File: src/hdl/bsr_pkg.sv
`default_nettype none

package bsr_pkg;

    localparam int FRAME_COLUMNS_DEF = 24;
    localparam int FRAME_ROWS_DEF    = 7;

    localparam int MODE_W     = 3;
    localparam int POS_W      = 7;
    localparam int SIZE_W     = 6;
    localparam int COL_BITS_W = 7;
    localparam int CRD_W      = 8;
    localparam int DIST_W     = 12;

    typedef logic signed [CRD_W-1:0]  t_crd;
    typedef logic signed [DIST_W-1:0] t_dist;

    localparam logic [MODE_W-1:0] MODE_CLEAR   = 3'd0;
    localparam logic [MODE_W-1:0] MODE_FILL    = 3'd1;
    localparam logic [MODE_W-1:0] MODE_OUTLINE = 3'd2;
    localparam logic [MODE_W-1:0] MODE_CIRCLE  = 3'd3;
    localparam logic [MODE_W-1:0] MODE_READ    = 3'd4;

    // midpoint circle decision constants
    localparam t_dist D_INIT      = 12'sd3;
    localparam t_dist D_INC_DIAG  = 12'sd10;
    localparam t_dist D_INC_AXIAL = 12'sd6;

    typedef struct packed {
        logic load;
        logic clear;
        logic rd;
        logic wr;
        logic capture;
        logic next;
        logic step;
    } t_dp_cmd;

    typedef struct packed {
        logic rect_empty;
        logic col_last;
        logic slot_last;
        logic circ_more;
    } t_dp_status;

endpackage

`default_nettype wire

File: src/hdl/bsr_ram.sv
`default_nettype none

module bsr_ram #(
    parameter int WIDTH = 8,
    parameter int DEPTH = 16,
    parameter int AW    = (DEPTH > 1) ? $clog2(DEPTH) : 1
) (
    input  wire logic             i_clk,
    input  wire logic             i_wr_en,
    input  wire logic [AW-1:0]    i_wr_addr,
    input  wire logic [WIDTH-1:0] i_wr_data,
    input  wire logic             i_rd_en,
    input  wire logic [AW-1:0]    i_rd_addr,
    output logic      [WIDTH-1:0] o_rd_data
);

    logic [WIDTH-1:0] r_mem [DEPTH];

    always_ff @(posedge i_clk) begin
        if (i_wr_en) begin
            r_mem[i_wr_addr] <= i_wr_data;
        end
        if (i_rd_en) begin
            o_rd_data <= r_mem[i_rd_addr];
        end
    end

endmodule

`default_nettype wire

File: src/hdl/bsr_datapath.sv
`default_nettype none

module bsr_datapath
    import bsr_pkg::*;
#(
    parameter int FRAME_COLUMNS = FRAME_COLUMNS_DEF,
    parameter int FRAME_ROWS    = FRAME_ROWS_DEF
) (
    input  wire logic                  i_clk,
    input  wire logic                  i_rst_n,
    input  wire t_dp_cmd               i_cmd,
    input  wire logic [MODE_W-1:0]     i_mode,
    input  wire logic [POS_W-1:0]      i_x_pos,
    input  wire logic [POS_W-1:0]      i_y_pos,
    input  wire logic [SIZE_W-1:0]     i_width,
    input  wire logic [SIZE_W-1:0]     i_height,
    input  wire logic [SIZE_W-1:0]     i_radius,
    output t_dp_status                 o_status,
    output logic [COL_BITS_W-1:0]      o_column_bits,
    output logic                       o_range_error
);

    localparam int   COL_AW = (FRAME_COLUMNS > 1) ? $clog2(FRAME_COLUMNS) : 1;
    localparam t_crd COLS_S = CRD_W'(FRAME_COLUMNS);
    localparam t_crd ROWS_S = CRD_W'(FRAME_ROWS);

    function automatic logic [FRAME_ROWS-1:0] f_row_bit(input t_crd row);
        logic [FRAME_ROWS-1:0] bits;
        bits = '0;
        for (int n = 0; n < FRAME_ROWS; n++) begin
            bits[n] = (row == t_crd'(n));
        end
        return bits;
    endfunction

    function automatic logic [FRAME_ROWS-1:0] f_row_span(input t_crd lo, input t_crd hi);
        logic [FRAME_ROWS-1:0] bits;
        bits = '0;
        for (int n = 0; n < FRAME_ROWS; n++) begin
            bits[n] = (t_crd'(n) >= lo) && (t_crd'(n) <= hi);
        end
        return bits;
    endfunction

    function automatic logic f_row_in(input t_crd row);
        return (row >= t_crd'(0)) && (row < ROWS_S);
    endfunction

    logic [MODE_W-1:0]     r_mode;
    t_crd                  r_x, r_y, r_xr, r_yb, r_col, r_end, r_a, r_b;
    t_dist                 r_d;
    logic                  r_h_nz, r_h_ge3, r_rect_empty, r_r_nz;
    logic [1:0]            r_slot;
    logic                  r_err;
    logic [FRAME_ROWS-1:0] r_colv;
    logic [FRAME_COLUMNS-1:0] r_vld;

    t_crd                  w_x_ext, w_y_ext, w_xr, w_yb;
    t_crd                  w_circ_col, w_circ_r0, w_circ_r1, w_col;
    logic                  w_col_in, w_err_col;
    logic [FRAME_ROWS-1:0] w_bits, w_old, w_rd_data;
    logic [COL_AW-1:0]     w_addr;
    logic                  w_in_tb, w_side;
    t_crd                  w_a_n, w_b_n, w_diff;
    t_dist                 w_d_n;
    logic [FRAME_ROWS+COL_BITS_W-1:0] w_colv_ext;

    assign w_x_ext = {i_x_pos[POS_W-1], i_x_pos};
    assign w_y_ext = {i_y_pos[POS_W-1], i_y_pos};
    assign w_xr    = w_x_ext + $signed({2'b00, i_width}) - t_crd'(1);
    assign w_yb    = w_y_ext + $signed({2'b00, i_height}) - t_crd'(1);

    // circle: four columns per step, two rows each
    always_comb begin
        case (r_slot)
            2'd0: begin
                w_circ_col = r_x + r_a;
                w_circ_r0  = r_y + r_b;
                w_circ_r1  = r_y - r_b;
            end
            2'd1: begin
                w_circ_col = r_x - r_a;
                w_circ_r0  = r_y + r_b;
                w_circ_r1  = r_y - r_b;
            end
            2'd2: begin
                w_circ_col = r_x + r_b;
                w_circ_r0  = r_y + r_a;
                w_circ_r1  = r_y - r_a;
            end
            default: begin
                w_circ_col = r_x - r_b;
                w_circ_r0  = r_y + r_a;
                w_circ_r1  = r_y - r_a;
            end
        endcase
    end

    always_comb begin
        case (r_mode)
            MODE_CIRCLE: w_col = w_circ_col;
            MODE_READ:   w_col = r_x;
            default:     w_col = r_col;
        endcase
    end

    assign w_col_in = (w_col >= t_crd'(0)) && (w_col < COLS_S);
    assign w_addr   = w_col[COL_AW-1:0];
    assign w_in_tb  = (r_col >= r_x) && (r_col <= r_xr);
    assign w_side   = (r_col == r_x) || (r_col == r_xr);

    always_comb begin
        w_bits    = '0;
        w_err_col = 1'b0;
        case (r_mode)
            MODE_FILL: begin
                w_bits    = r_h_nz ? f_row_span(r_y, r_yb) : '0;
                w_err_col = r_h_nz && (!w_col_in || !f_row_in(r_y) || !f_row_in(r_yb));
            end
            MODE_OUTLINE: begin
                if (w_in_tb) begin
                    w_bits = f_row_bit(r_y) | f_row_bit(r_yb);
                end
                if (w_side && r_h_ge3) begin
                    w_bits = w_bits | f_row_span(r_y + t_crd'(1), r_yb - t_crd'(1));
                end
                w_err_col = (w_in_tb && (!w_col_in || !f_row_in(r_y) || !f_row_in(r_yb)))
                    || (w_side && r_h_ge3 && (!w_col_in || !f_row_in(r_y + t_crd'(1))
                        || !f_row_in(r_yb - t_crd'(1))));
            end
            MODE_CIRCLE: begin
                w_bits = f_row_bit(w_circ_r0) | f_row_bit(w_circ_r1);
            end
            default: begin
                w_bits    = '0;
                w_err_col = 1'b0;
            end
        endcase
    end

    assign w_old = r_vld[w_addr] ? w_rd_data : '0;

    bsr_ram #(
        .WIDTH (FRAME_ROWS),
        .DEPTH (FRAME_COLUMNS),
        .AW    (COL_AW)
    ) u_frame (
        .i_clk     (i_clk),
        .i_wr_en   (i_cmd.wr && w_col_in),
        .i_wr_addr (w_addr),
        .i_wr_data (w_old | w_bits),
        .i_rd_en   (i_cmd.rd && w_col_in),
        .i_rd_addr (w_addr),
        .o_rd_data (w_rd_data)
    );

    // midpoint step
    assign w_a_n  = r_a + t_crd'(1);
    assign w_b_n  = (r_d > t_dist'(0)) ? r_b - t_crd'(1) : r_b;
    assign w_diff = w_a_n - w_b_n;
    assign w_d_n  = (r_d > t_dist'(0))
        ? r_d + t_dist'({{2{w_diff[CRD_W-1]}}, w_diff, 2'b00}) + D_INC_DIAG
        : r_d + t_dist'({{2{w_a_n[CRD_W-1]}}, w_a_n, 2'b00}) + D_INC_AXIAL;

    always_ff @(posedge i_clk) begin
        if (!i_rst_n) begin
            r_vld <= '0;
        end else if (i_cmd.clear) begin
            r_vld <= '0;
        end else if (i_cmd.wr && w_col_in) begin
            r_vld[w_addr] <= 1'b1;
        end
    end

    always_ff @(posedge i_clk) begin
        if (i_cmd.load) begin
            r_mode       <= i_mode;
            r_x          <= w_x_ext;
            r_y          <= w_y_ext;
            r_xr         <= w_xr;
            r_yb         <= w_yb;
            r_h_nz       <= (i_height != '0);
            r_h_ge3      <= (i_height >= SIZE_W'(3));
            r_rect_empty <= (i_width == '0) || (i_height == '0);
            // a zero-width outline still spans x-1 and x
            r_col        <= (i_width == '0) ? w_xr : w_x_ext;
            r_end        <= (i_width == '0) ? w_x_ext : w_xr;
            r_a          <= '0;
            r_b          <= $signed({2'b00, i_radius});
            r_d          <= D_INIT - $signed({5'b0, i_radius, 1'b0});
            r_r_nz       <= (i_radius != '0);
            r_slot       <= '0;
            r_err        <= 1'b0;
            r_colv       <= '0;
        end else begin
            if (i_cmd.wr) begin
                r_err <= r_err | w_err_col;
            end
            if (i_cmd.capture) begin
                r_colv <= w_col_in ? w_old : '0;
            end
            if (i_cmd.next) begin
                r_col  <= r_col + t_crd'(1);
                r_slot <= r_slot + 2'd1;
            end
            if (i_cmd.step) begin
                r_a    <= w_a_n;
                r_b    <= w_b_n;
                r_d    <= w_d_n;
                r_slot <= '0;
            end
        end
    end

    assign w_colv_ext = {{COL_BITS_W{1'b0}}, r_colv};
    assign o_column_bits = w_colv_ext[COL_BITS_W-1:0];
    assign o_range_error = r_err;

    assign o_status.rect_empty = r_rect_empty;
    assign o_status.col_last   = (r_col == r_end);
    assign o_status.slot_last  = (r_slot == 2'd3);
    assign o_status.circ_more  = (r_a <= r_b) && r_r_nz;

endmodule

`default_nettype wire

File: src/hdl/bsr_ctrl.sv
`default_nettype none

module bsr_ctrl
    import bsr_pkg::*;
(
    input  wire logic              i_clk,
    input  wire logic              i_rst_n,
    input  wire logic              i_valid,
    input  wire logic [MODE_W-1:0] i_mode,
    input  wire logic              i_out_free,
    input  wire t_dp_status        i_status,
    output t_dp_cmd                o_cmd,
    output logic                   o_stall,
    output logic                   o_done
);

    localparam logic [2:0] S_IDLE   = 3'd0;
    localparam logic [2:0] S_READ   = 3'd1;
    localparam logic [2:0] S_WRITE  = 3'd2;
    localparam logic [2:0] S_STEP   = 3'd3;
    localparam logic [2:0] S_FINISH = 3'd4;

    logic [2:0]        r_state, n_state;
    logic [MODE_W-1:0] r_mode, n_mode;

    assign o_stall = (r_state != S_IDLE);

    always_comb begin
        n_state = r_state;
        n_mode  = r_mode;
        o_cmd   = '0;
        o_done  = 1'b0;
        case (r_state)
            S_IDLE: begin
                if (i_valid) begin
                    o_cmd.load = 1'b1;
                    n_mode     = i_mode;
                    case (i_mode)
                        MODE_CLEAR: begin
                            o_cmd.clear = 1'b1;
                            n_state     = S_FINISH;
                        end
                        MODE_FILL, MODE_OUTLINE, MODE_CIRCLE, MODE_READ: begin
                            n_state = S_READ;
                        end
                        default: n_state = S_FINISH;
                    endcase
                end
            end
            S_READ: begin
                if (r_mode == MODE_FILL && i_status.rect_empty) begin
                    n_state = S_FINISH;
                end else begin
                    o_cmd.rd = 1'b1;
                    n_state  = S_WRITE;
                end
            end
            S_WRITE: begin
                if (r_mode == MODE_READ) begin
                    o_cmd.capture = 1'b1;
                    n_state       = S_FINISH;
                end else begin
                    o_cmd.wr = 1'b1;
                    if (r_mode == MODE_CIRCLE) begin
                        if (!i_status.slot_last) begin
                            o_cmd.next = 1'b1;
                            n_state    = S_READ;
                        end else if (i_status.circ_more) begin
                            n_state = S_STEP;
                        end else begin
                            n_state = S_FINISH;
                        end
                    end else if (i_status.col_last) begin
                        n_state = S_FINISH;
                    end else begin
                        o_cmd.next = 1'b1;
                        n_state    = S_READ;
                    end
                end
            end
            S_STEP: begin
                o_cmd.step = 1'b1;
                n_state    = S_READ;
            end
            S_FINISH: begin
                // hold until the output register can take the result
                if (i_out_free) begin
                    o_done  = 1'b1;
                    n_state = S_IDLE;
                end
            end
            default: n_state = S_IDLE;
        endcase
    end

    always_ff @(posedge i_clk) begin
        if (!i_rst_n) begin
            r_state <= S_IDLE;
            r_mode  <= MODE_CLEAR;
        end else begin
            r_state <= n_state;
            r_mode  <= n_mode;
        end
    end

endmodule

`default_nettype wire

File: src/hdl/bitmap_shape_rasterizer.sv
// Monochrome frame rasterizer: FRAME_COLUMNS columns of FRAME_ROWS bits each.
// Input channel (i_valid / o_stall) takes one drawing command per transaction:
// clear, filled rectangle, rectangle outline, circle outline or column read.
// Output channel (o_valid / i_stall) returns exactly one result per command:
// the column bits for a read and the range error flag for rectangles.
// One command is worked at a time; each column touched is a read-modify-write
// of the frame memory, a read state then a write state per column.
// Controller steps after a command is accepted, each run ending in a finish
// state that waits for the output register to be free:
//   clear or unused mode: finish; column read: read, capture, finish;
//   empty filled rectangle: read state, finish; rectangle: read and write per column;
//   circle: read and write per column, four per midpoint step, then a step state.
// The next command is accepted on the cycle after the previous result is loaded.
// Reset clears the frame (per-column valid bits) and drops any pending result.
// A finished result waits in the output register while the receiver stalls;
// the next command is still accepted, and a second finished result waits in
// the controller until the output register frees up.
`default_nettype none

module bitmap_shape_rasterizer
    import bsr_pkg::*;
#(
    parameter int FRAME_COLUMNS = FRAME_COLUMNS_DEF,
    parameter int FRAME_ROWS    = FRAME_ROWS_DEF
) (
    input  wire logic                  i_clk,
    input  wire logic                  i_rst_n,
    input  wire logic                  i_valid,
    output logic                       o_stall,
    input  wire logic [MODE_W-1:0]     i_mode,
    input  wire logic [POS_W-1:0]      i_x_pos,
    input  wire logic [POS_W-1:0]      i_y_pos,
    input  wire logic [SIZE_W-1:0]     i_width,
    input  wire logic [SIZE_W-1:0]     i_height,
    input  wire logic [SIZE_W-1:0]     i_radius,
    output logic                       o_valid,
    input  wire logic                  i_stall,
    output logic [COL_BITS_W-1:0]      o_column_bits,
    output logic                       o_range_error
);

    t_dp_cmd                 w_cmd;
    t_dp_status              w_status;
    logic                    w_done, w_out_free;
    logic [COL_BITS_W-1:0]   w_column_bits;
    logic                    w_range_error;
    logic                    r_out_valid;
    logic [COL_BITS_W-1:0]   r_column_bits;
    logic                    r_range_error;

    assign w_out_free = !r_out_valid || !i_stall;

    bsr_ctrl u_ctrl (
        .i_clk      (i_clk),
        .i_rst_n    (i_rst_n),
        .i_valid    (i_valid),
        .i_mode     (i_mode),
        .i_out_free (w_out_free),
        .i_status   (w_status),
        .o_cmd      (w_cmd),
        .o_stall    (o_stall),
        .o_done     (w_done)
    );

    bsr_datapath #(
        .FRAME_COLUMNS (FRAME_COLUMNS),
        .FRAME_ROWS    (FRAME_ROWS)
    ) u_datapath (
        .i_clk         (i_clk),
        .i_rst_n       (i_rst_n),
        .i_cmd         (w_cmd),
        .i_mode        (i_mode),
        .i_x_pos       (i_x_pos),
        .i_y_pos       (i_y_pos),
        .i_width       (i_width),
        .i_height      (i_height),
        .i_radius      (i_radius),
        .o_status      (w_status),
        .o_column_bits (w_column_bits),
        .o_range_error (w_range_error)
    );

    always_ff @(posedge i_clk) begin
        if (!i_rst_n) begin
            r_out_valid <= 1'b0;
        end else if (w_done) begin
            r_out_valid <= 1'b1;
        end else if (!i_stall) begin
            r_out_valid <= 1'b0;
        end
    end

    always_ff @(posedge i_clk) begin
        if (w_done) begin
            r_column_bits <= w_column_bits;
            r_range_error <= w_range_error;
        end
    end

    assign o_valid       = r_out_valid;
    assign o_column_bits = r_column_bits;
    assign o_range_error = r_range_error;

    // a result never overwrites one the receiver has not taken
    a_no_overwrite: assert property (@(posedge i_clk) disable iff (!i_rst_n)
        w_done |-> (!r_out_valid || !i_stall))
        else $error("result loaded over a stalled result");

    // an accepted command blocks the input channel on the next cycle
    a_busy_after_accept: assert property (@(posedge i_clk) disable iff (!i_rst_n)
        (i_valid && !o_stall) |=> o_stall)
        else $error("input channel open right after a command was accepted");

    // column data and range error come from disjoint modes
    a_disjoint_result: assert property (@(posedge i_clk) disable iff (!i_rst_n)
        o_valid |-> (!o_range_error || (o_column_bits == '0)))
        else $error("range error together with column data");

    // the controller finishes only while it holds a command
    a_done_when_busy: assert property (@(posedge i_clk) disable iff (!i_rst_n)
        w_done |-> o_stall)
        else $error("result produced without a command in progress");

endmodule

`default_nettype wire

File: config.mk
export PLATFORM = sky130hd
export DESIGN_NAME = bitmap_shape_rasterizer
export DESIGN_NICKNAME = d
export VERILOG_FILES = /design/src/hdl/bsr_pkg.sv /design/src/hdl/bsr_ram.sv /design/src/hdl/bsr_datapath.sv /design/src/hdl/bsr_ctrl.sv /design/src/hdl/bitmap_shape_rasterizer.sv
export SDC_FILE = /design/constraint.sdc
export NUM_CORES = 1
export LEC_CHECK = 0
export BUFFER_PORTS_ARGS = -buffer_cell sky130_fd_sc_hd__buf_2
export CELL_PAD_IN_SITES_DETAIL_PLACEMENT = 1
export CELL_PAD_IN_SITES_GLOBAL_PLACEMENT = 1
export CORE_ASPECT_RATIO = 0.6
export CORE_UTILIZATION = 30
export CTS_CLUSTER_SIZE = 28
export DETAILED_ROUTE_END_ITERATION = 8
export PLACE_DENSITY = 0.48
export SYNTH_ARGS = -nofsm -noshare
export SYNTH_HDL_FRONTEND = slang
export SYNTH_SLANG_ARGS = --single-unit
export TNS_END_PERCENT = 50
File: constraint.sdc
create_clock -name i_clk -period 9.9 [get_ports i_clk]
set_input_delay 0.495 -clock i_clk [delete_from_list [all_inputs] [get_ports i_clk]]
set_output_delay 0.495 -clock i_clk [all_outputs]
set_load 0.1 [all_outputs]
## Word level (Yosys, flattened, before mapping)

Memory sizes are Yosys's and may differ from the RTL's. A register that Yosys moved wholly into a read port is not among the register bits.
Cells that the tools add are included.

| operators by class | value |
|---|---|
| $add $sub $neg | 24 |
| multipliers | 0 |
| div/mod/pow operators | 0 |
| order comparisons | 45 |
| equal/unequal tests | 48 |
| shifts and indexed selects | 0 |
| muxes and demuxes | 55 |
| bitwise operators | 7 |
| reduce and logical (&&, ||, !) cells | 64 |

Operators with widths:

| operator | number |
|---|---|
| equality test 8 x 4 -> 1 bit (second input constant) | 9 |
| two-way mux 8 bit | 7 |
| equality test 8 x 3 -> 1 bit (second input constant) | 6 |
| less-or-equal comparator 4 x 8 -> 1 bit (first input constant) | 6 |
| two-way mux 7 bit | 6 |
| two-way mux 12 bit | 3 |
| adder 7 x 8 -> 8 bit | 4 |
| greater-or-equal comparator 8 x 1 -> 1 bit (second input constant) | 4 |
| less-or-equal comparator 3 x 8 -> 1 bit (first input constant) | 4 |
| logical NOT 8 bit | 4 |
| subtractor 7 x 8 -> 8 bit | 4 |
| subtractor 8 x 2 -> 8 bit (second input constant) | 4 |
| two-way mux 3 bit | 10 |
| logical AND 1 bit | 29 |
| OR 7 bit | 4 |
| adder 12 x 10 -> 12 bit | 2 |
| equality test 8 x 2 -> 1 bit (second input constant) | 3 |
| greater-or-equal comparator 4 x 8 -> 1 bit (first input constant) | 3 |
| < comparator 8 x 4 -> 1 bit (second input constant) | 3 |
| OR 24 bit | 1 |
| one-hot mux 8 bit (3 select lines) | 1 |
| equality test 3 x 2 -> 1 bit (second input constant) | 7 |
| equality test 7 x 4 -> 1 bit (second input constant) | 3 |
| greater-or-equal comparator 4 x 7 -> 1 bit (first input constant) | 3 |
| other kinds (57) | 113 |

| storage, ports and cells | value |
|---|---|
| bits in registers | 130 |
| latch bits | 0 |
| RAM bits | 168 |
| bits in read-only memories | 0 |
| input bits | 39 |
| output and inout bits | 10 |
| word-level logic and storage cells | 268 |
| memories | 1 |

Memory list:

| memory | depth | width | rd ports | clocked after memory_dff | wr ports | RTL line | text |
|---|---|---|---|---|---|---|---|
| u_datapath.u_frame.r_mem | 24 | 7 | 1 | 1 | 1 | bsr_ram.sv:17 | `logic [WIDTH-1:0] r_mem [DEPTH];` |

## Logic depth before layout (Yosys ltp)

| logic depth | value |
|---|---|
| depth in word-level cells | 12 |
| mapped depth | 21 |
| depth with buffers taken out | 21 |

## Cells and area by module

From an unflattened synthesis, not the netlist that was laid out.

| unflattened totals | value |
|---|---|
| cell total of the unflattened synthesis | 1,641 |
| area, all modules | 18,006.0 um^2 |

Modules (own cells, without submodules):

| module | times used | cells an instance | area an instance (um^2) | seq. area each (um^2) |
|---|---|---|---|---|
| bsr_datapath | 1 | 1,234 | 10,372.4 | 2,982.9 |
| bsr_ram | 1 | 338 | 6,886.6 | 5,255.0 |
| bsr_ctrl | 1 | 57 | 471.7 | 120.1 |
| bitmap_shape_rasterizer | 1 | 12 | 275.3 | 260.2 |

## Worst setup path after synthesis

Ideal clock, no wire load.

| path | value |
|---|---|
| kind | reg2reg |
| start point | reg u_datapath.r_slot[0] |
| end point | mem u_datapath.u_frame.r_mem[0][1] (netlist name), data pin |
| setup time | 0.517 ns |
| arrival time | 4.926 ns |
| required time | 9.383 ns |
| slack | 4.456 ns |
| stages on the path, launching flop included | 19 |
| path buffers | 2 |
| period minus slack after synthesis | 5.444 ns |
| cell sequence | dfxtp_1 inv_1 ha_1 clkbuf_1 nor2_1 clkbuf_1 nand2_1 o21ai_0 ha_1 inv_1 fa_1 nor2b_1 o21a_1 o221a_2 o22ai_1 or4_1 nor3_1 nor2_1 o311ai_0 |

| between the ends | value |
|---|---|
| cells in the longest elaborated chain, start to end | 7 |
| elaborated cells on any way between the ends | 16 |
| classes of those cells | eq/ne (4); mux (8); bitwise (2); reduce/logical (2) |

Ends and longest elaborated chain:

| element | RTL line | text |
|---|---|---|
| from (decl) | bsr_datapath.sv:53 | `logic [1:0] r_slot;` |
| from (signal assigned) | bsr_datapath.sv:204 | `r_slot <= r_slot + 2'd1;` |
| equality test 2 bit, or another cell as far along | bsr_datapath.sv:75 | `case (r_slot)` |
| one-hot mux 8 bit (3 select lines) / OR reduction 2 bit (equally long branches) | n/a |  |
| one-hot mux 8 bit (2 select lines) / two-way mux 8 bit (equally long branches) | n/a |  |
| binary-select mux 1 bit (select 5 bit) / equality test 8 x 2 -> 1 bit (equally long branches) | bsr_datapath.sv:141, bsr_datapath.sv:31 |  |
| two-way mux 1 bit (not written as such) / OR 7 bit (equally long branches) | bsr_datapath.sv:141, bsr_datapath.sv:132 |  |
| two-way mux 7 bit / one-hot mux 7 bit (3 select lines) (equally long branches) | bsr_datapath.sv:141, bsr_datapath.sv:115 |  |
| OR 7 bit (*) | bsr_datapath.sv:151 | `.i_wr_data (w_old \| w_bits),` |
| via u_datapath.u_frame.i_wr_data[1] | bsr_ram.sv:11 | `input wire logic [WIDTH-1:0] i_wr_data,` |
| to (decl) | bsr_ram.sv:17 |  |

The timed path passes the listed nets; every way through them passes the cells marked *. The select of a mux whose other input is x is not followed.

## Worst setup path in the final report

| path | value |
|---|---|
| start point | reg u_datapath.r_slot[0] |
| end point | mem u_datapath.u_frame.r_mem[13][4] (netlist name), data pin |

| between the ends | value |
|---|---|
| cells in the longest elaborated chain, start to end | 7 |
| elaborated cells on any way between the ends | 16 |
| classes of those cells | eq/ne (4); mux (8); bitwise (2); reduce/logical (2) |

Ends and longest elaborated chain:

| element | RTL line |
|---|---|
| equality test 2 bit, or another cell as far along | bsr_datapath.sv:75 |
| one-hot mux 8 bit (3 select lines) / OR reduction 2 bit (equally long branches) | n/a |
| one-hot mux 8 bit (2 select lines) / two-way mux 8 bit (equally long branches) | n/a |
| binary-select mux 1 bit (select 5 bit) / equality test 8 x 4 -> 1 bit (equally long branches) | bsr_datapath.sv:141, bsr_datapath.sv:31 |
| two-way mux 1 bit (not written as such) / OR 7 bit (equally long branches) | bsr_datapath.sv:141, bsr_datapath.sv:132 |
| two-way mux 7 bit / one-hot mux 7 bit (3 select lines) (equally long branches) | bsr_datapath.sv:141, bsr_datapath.sv:115 |
| OR 7 bit (*) | bsr_datapath.sv:151 |
| via u_datapath.u_frame.i_wr_data[4] | bsr_ram.sv:11 |

Marks and branches as above.

==> results.txt <==
- The share of the Yosys chip area taken by registers is 47.92%.
* Final wirelength: 59.11 mm
- Counting cells, the worst reg-to-reg path comes to 14.
- Power spread over the standard cell area amounts to between 150 and 200 nW/um^2.
* # H-tree levels: 2
* Cell taking the most area after synthesis: sky130_fd_sc_hd__edfxtp_1
- Slew at the pin closest to its max-slew limit: 1.416 ns
- Half-perimeter wire length of the detailed placement result: 43.87 mm
- The final number of hold-violating endpoints was 0.
- The synthesized netlist occupies a cell area of 17,980 sq um.
- Nature of the critical path endpoint: flop
- The average instance in the mapped netlist occupies 10.69 sq um.
- Setup violations remaining at the end of the flow were counted as 0.
* Yosys top cell area share: about 42%
* Area inside the core boundary: 59,220 sq um
- In this run the register-to-register setup slack is 3.63 ns.
* Register bit total from synthesis: between 300 and 400
* Global-route wire length before repair: 88.63 mm
- Wl on met1: 34.28 mm
- Min Tclk post-route: 6.272 ns
* Most frequent cells after synthesis: sky130_fd_sc_hd__edfxtp_1, sky130_fd_sc_hd__ha_1, sky130_fd_sc_hd__inv_1
* Avg Vias per Cell: 5.321
* Number of nets still failing antenna checks after routing: 0
- Post-Route Skew: 0.01141 ns
* CTS Buf Count: 36
- Post-detailed-route DRC marker count: 0
- The die is 318.1 microns wide.
- The initial antenna violation count is 0.
- Initial cell density of the core: just over 30%
* Sum of met2 wire segment lengths after detailed routing: roughly 21 mm
- Hold crit path type: in2reg
- In this run, distinct cell masters in the synthesized netlist total around 90.
- In this run, synthesis inferred about 250 flip-flops with an integrated enable.
- Pin count of the biggest net entering global routing: 58
* Worst skew pair latency: 0.54 ns
- Critical path peak fanout: 57
- The flow ran to the end, and the final reports show no timing, DRC or antenna violations.
- Detailed routing inserted a total of between 10,000 and 15,000 vias.
* Synthesized Nets: 1,863
- CTS Hold Buffers Added: 0
- Total congestion overflow after global routing: 0
- Area occupied by multi-input gates: ~8500 sq um
* Fin Setup TNS: 0 ns
- Clock root buffer: sky130_fd_sc_hd__clkbuf_16
- Required time of the critical path: just over 10 ns
- Based on the critical path, the design can be clocked at up to ~160 MHz.
- Static leakage: 0.007494 uW
- Iteration-0 DRC count of the detailed router: 822
- Reg-to-reg startpoint: u_datapath.r_slot[0]
- Hold-critical path depth: 1
* Total Routing Usage GR: between 10% and 20%
- The routed design uses 2.849 mm of met3 wire.
- Share of the clock period used by the worst path after layout: 63.36%
- CTS saw just over 300 sinks.
- Global placer's final weighted congestion: 0.8285
- Share of synthesized flip-flops with an asynchronous set or reset: 0%
- Area enclosed by the die boundary: 60,960 sq um
* Final standard cell count with taps included and fillers excluded: 2,516
* Top metal layer carrying routed signals: met4
- Setup repair after global routing left no endpoint under its margin.
* Library cell with the highest instance count after synthesis: sky130_fd_sc_hd__edfxtp_1
- Counting the fill cells in the layout gives 6,562.
- Dominant synthesized flop cell: sky130_fd_sc_hd__edfxtp_1
- The count of final max-slew check failures came to 0.
* WHS Endpoint: u_datapath.r_y[6]
- Worst flop-to-flop path endpoint: u_datapath.u_frame.r_mem[13][4]
* Number of global-route vias before repair: 13,420
* TritonCTS clock tree: done
* Nature of the critical path startpoint: flop
* Post-CTS repair timing setup buffer count: 0
* Number of cells produced by synthesis: 1,682
- The sequential cells in the finished layout cover a total of 8618 sq um.
- Count of input and output buffers: 48
- Per-cell routed wire length: between 20 and 25 microns
* Count of maximum capacitance violations: 0
- Across the VDD grid, the largest voltage drop is 0.0001098 V.
* Ports: 49
- The critical path is of the reg2reg type.
- The startpoint identified for the worst hold timing path is i_y_pos[6].
- Share of cells above drive strength 1: between 10% and 20%
- Area added between synthesis and finish: 11.85%
- Main area contributors after synthesis: sky130_fd_sc_hd__edfxtp_1, sky130_fd_sc_hd__ha_1, sky130_fd_sc_hd__dfxtp_1
- The first TritonRoute pass finished after 4 iterations.
* Warning count from the yosys run: 0
* Instance count after placement with tap cells included: approximately 2,400
* Net total in the final layout: 1,887
- The tightest hold path in the finished design has a slack of about 0.16 ns.
- STA puts the critical path data arrival time at 6.42 ns.
- Count of instances resized after the clock tree is built: 0
- The longest clock path from root to sink contains 3 buffers.
- Headroom to the max-slew limit came out at about 5.6%.
- Vertical extent of the die: about 190 microns
- Clock slew seen by the registers of the worst setup and hold paths: 0.06 ns
* Total number of placement rows: just under 70
* Utilization after layout: roughly 34%
[worst max path at each step]
stage                               from                         endpoint  slack (ns)
floorplan           u_datapath.r_slot[0]   u_datapath.u_frame.r_mem[0][1]        4.46
global placement    u_datapath.r_slot[0]  u_datapath.u_frame.r_mem[10][4]        3.90
detailed placement  u_datapath.r_slot[0]  u_datapath.u_frame.r_mem[15][4]        3.69
CTS                 u_datapath.r_slot[0]   u_datapath.u_frame.r_mem[9][4]        3.66
global route           u_datapath.r_a[0]  u_datapath.u_frame.o_rd_data[1]        3.23
finish              u_datapath.r_slot[0]  u_datapath.u_frame.r_mem[13][4]        3.63
[placed cells by master, fill, tap and decap left out, types with 6 or more instances in the layout]
| cell type | n |
|---|---|
| sky130_fd_sc_hd__edfxtp_1 | 253 |
| sky130_fd_sc_hd__ha_1 | 134 |
| sky130_fd_sc_hd__inv_1 | 132 |
| sky130_fd_sc_hd__a21oi_1 | 108 |
| sky130_fd_sc_hd__nand2_1 | 100 |
| sky130_fd_sc_hd__nor2_1 | 91 |
| sky130_fd_sc_hd__a211oi_1 | 84 |
| sky130_fd_sc_hd__o21ai_0 | 73 |
| sky130_fd_sc_hd__mux2i_1 | 62 |
| sky130_fd_sc_hd__and3_1 | 56 |
| sky130_fd_sc_hd__xnor2_1 | 55 |
| sky130_fd_sc_hd__dfxtp_1 | 51 |
| sky130_fd_sc_hd__buf_2 | 48 |
| sky130_fd_sc_hd__clkbuf_16 | 36 |
| sky130_fd_sc_hd__nand3_1 | 35 |
| sky130_fd_sc_hd__nor3_1 | 35 |
| sky130_fd_sc_hd__o21a_1 | 32 |
| sky130_fd_sc_hd__nand4_1 | 21 |
| sky130_fd_sc_hd__xor2_1 | 19 |
| sky130_fd_sc_hd__nor3_2 | 19 |
| sky130_fd_sc_hd__nor2b_1 | 17 |
| sky130_fd_sc_hd__buf_4 | 16 |
| sky130_fd_sc_hd__a21o_1 | 14 |
| sky130_fd_sc_hd__or3_1 | 11 |
| sky130_fd_sc_hd__nor4_1 | 11 |
| sky130_fd_sc_hd__o21bai_1 | 11 |
| sky130_fd_sc_hd__a31oi_1 | 11 |
| sky130_fd_sc_hd__clkbuf_1 | 10 |
| sky130_fd_sc_hd__and2_1 | 8 |
| sky130_fd_sc_hd__o311ai_0 | 8 |
| sky130_fd_sc_hd__o21ai_1 | 8 |
| sky130_fd_sc_hd__fa_1 | 8 |
| sky130_fd_sc_hd__a221o_1 | 7 |
| sky130_fd_sc_hd__nand2b_1 | 6 |
| sky130_fd_sc_hd__o211ai_1 | 6 |
[flip-flops by register name (all words and copies together) (netlist names), 2 cells and up]
signal                        flops
u_datapath.r_yb                   8
u_datapath.r_a                    8
u_ctrl.r_mode                     3
u_datapath.r_end                  8
u_datapath.r_d                   11
u_datapath.u_frame.o_rd_data      7
u_datapath.r_mode                 3
u_datapath.r_vld                 24
u_ctrl.r_state                    3
u_datapath.r_slot                 2
u_datapath.r_col                  8
u_datapath.r_x                    7
u_datapath.u_frame.r_mem        168
u_datapath.r_b                    8
o_column_bits                     7
u_datapath.r_xr                   8
u_datapath.o_column_bits          7
u_datapath.r_y                    7
[stage by stage]
| stage | total power [uW] | worst slack (ns) | area [sq um] |
|---|---|---|---|
| floorplan | 2312 | 4.456 | 17980 |
| global placement | 2646 | 3.903 | 19000 |
| detailed placement | 2670 | 3.688 | 19000 |
| CTS | 3975 | 3.659 | 20110 |
| global route | 4140 | 3.229 | 20110 |
| finish | 3940 | 3.628 | 20120 |
[layout make-up]
class / instances / area share [%]
repair buffers: 64 / 1.791
clock buffers: 48 / 4.802
well taps: 781 / 4.858
diodes: 2 / 0.02488
multi-input cells: 1167 / 42.49
inverters: 133 / 2.482
flip-flops and latches: 304 / 42.84
clock inverters: 17 / 0.7090
[routing by layer]
layer  GRT usage [%]  vias up
li1                -     6353
met1           32.44     6742
met2           25.16      238
met3           3.226       54
met4           2.899        0
met5               0        -
[logic make-up after synthesis]
family / synth area share [%]
buf+inv: 4.696
fa+ha+maj: 10.21
compound gates: 16.35
mux: 3.701
simple gates: 13.39
flops: 47.92
xor+xnor: 3.736
[worst max-delay path: stages, from the launching register on]
cell and delay, ns:
sky130_fd_sc_hd__dfxtp_1 0.40, sky130_fd_sc_hd__inv_1 0.09, sky130_fd_sc_hd__ha_1 0.33, sky130_fd_sc_hd__nor2_1 0.63
sky130_fd_sc_hd__o31ai_1 0.16, sky130_fd_sc_hd__ha_1 0.24, sky130_fd_sc_hd__fa_1 0.48, sky130_fd_sc_hd__and4b_1 0.23
sky130_fd_sc_hd__a31oi_2 0.49, sky130_fd_sc_hd__nand2_4 0.65, sky130_fd_sc_hd__mux2i_1 0.27, sky130_fd_sc_hd__mux2i_1 0.25
sky130_fd_sc_hd__o32a_1 0.26, sky130_fd_sc_hd__and3_1 0.31, sky130_fd_sc_hd__a221o_1 1.05
[report_power, final]
part / switching [uW] / internal [uW] / leakage [uW]
clock network: 573 / 721 / 0.000530
registers: 72.5 / 1490 / 0.00264
logic: 706 / 374 / 0.00432
(Power assumes the default switching activity.)
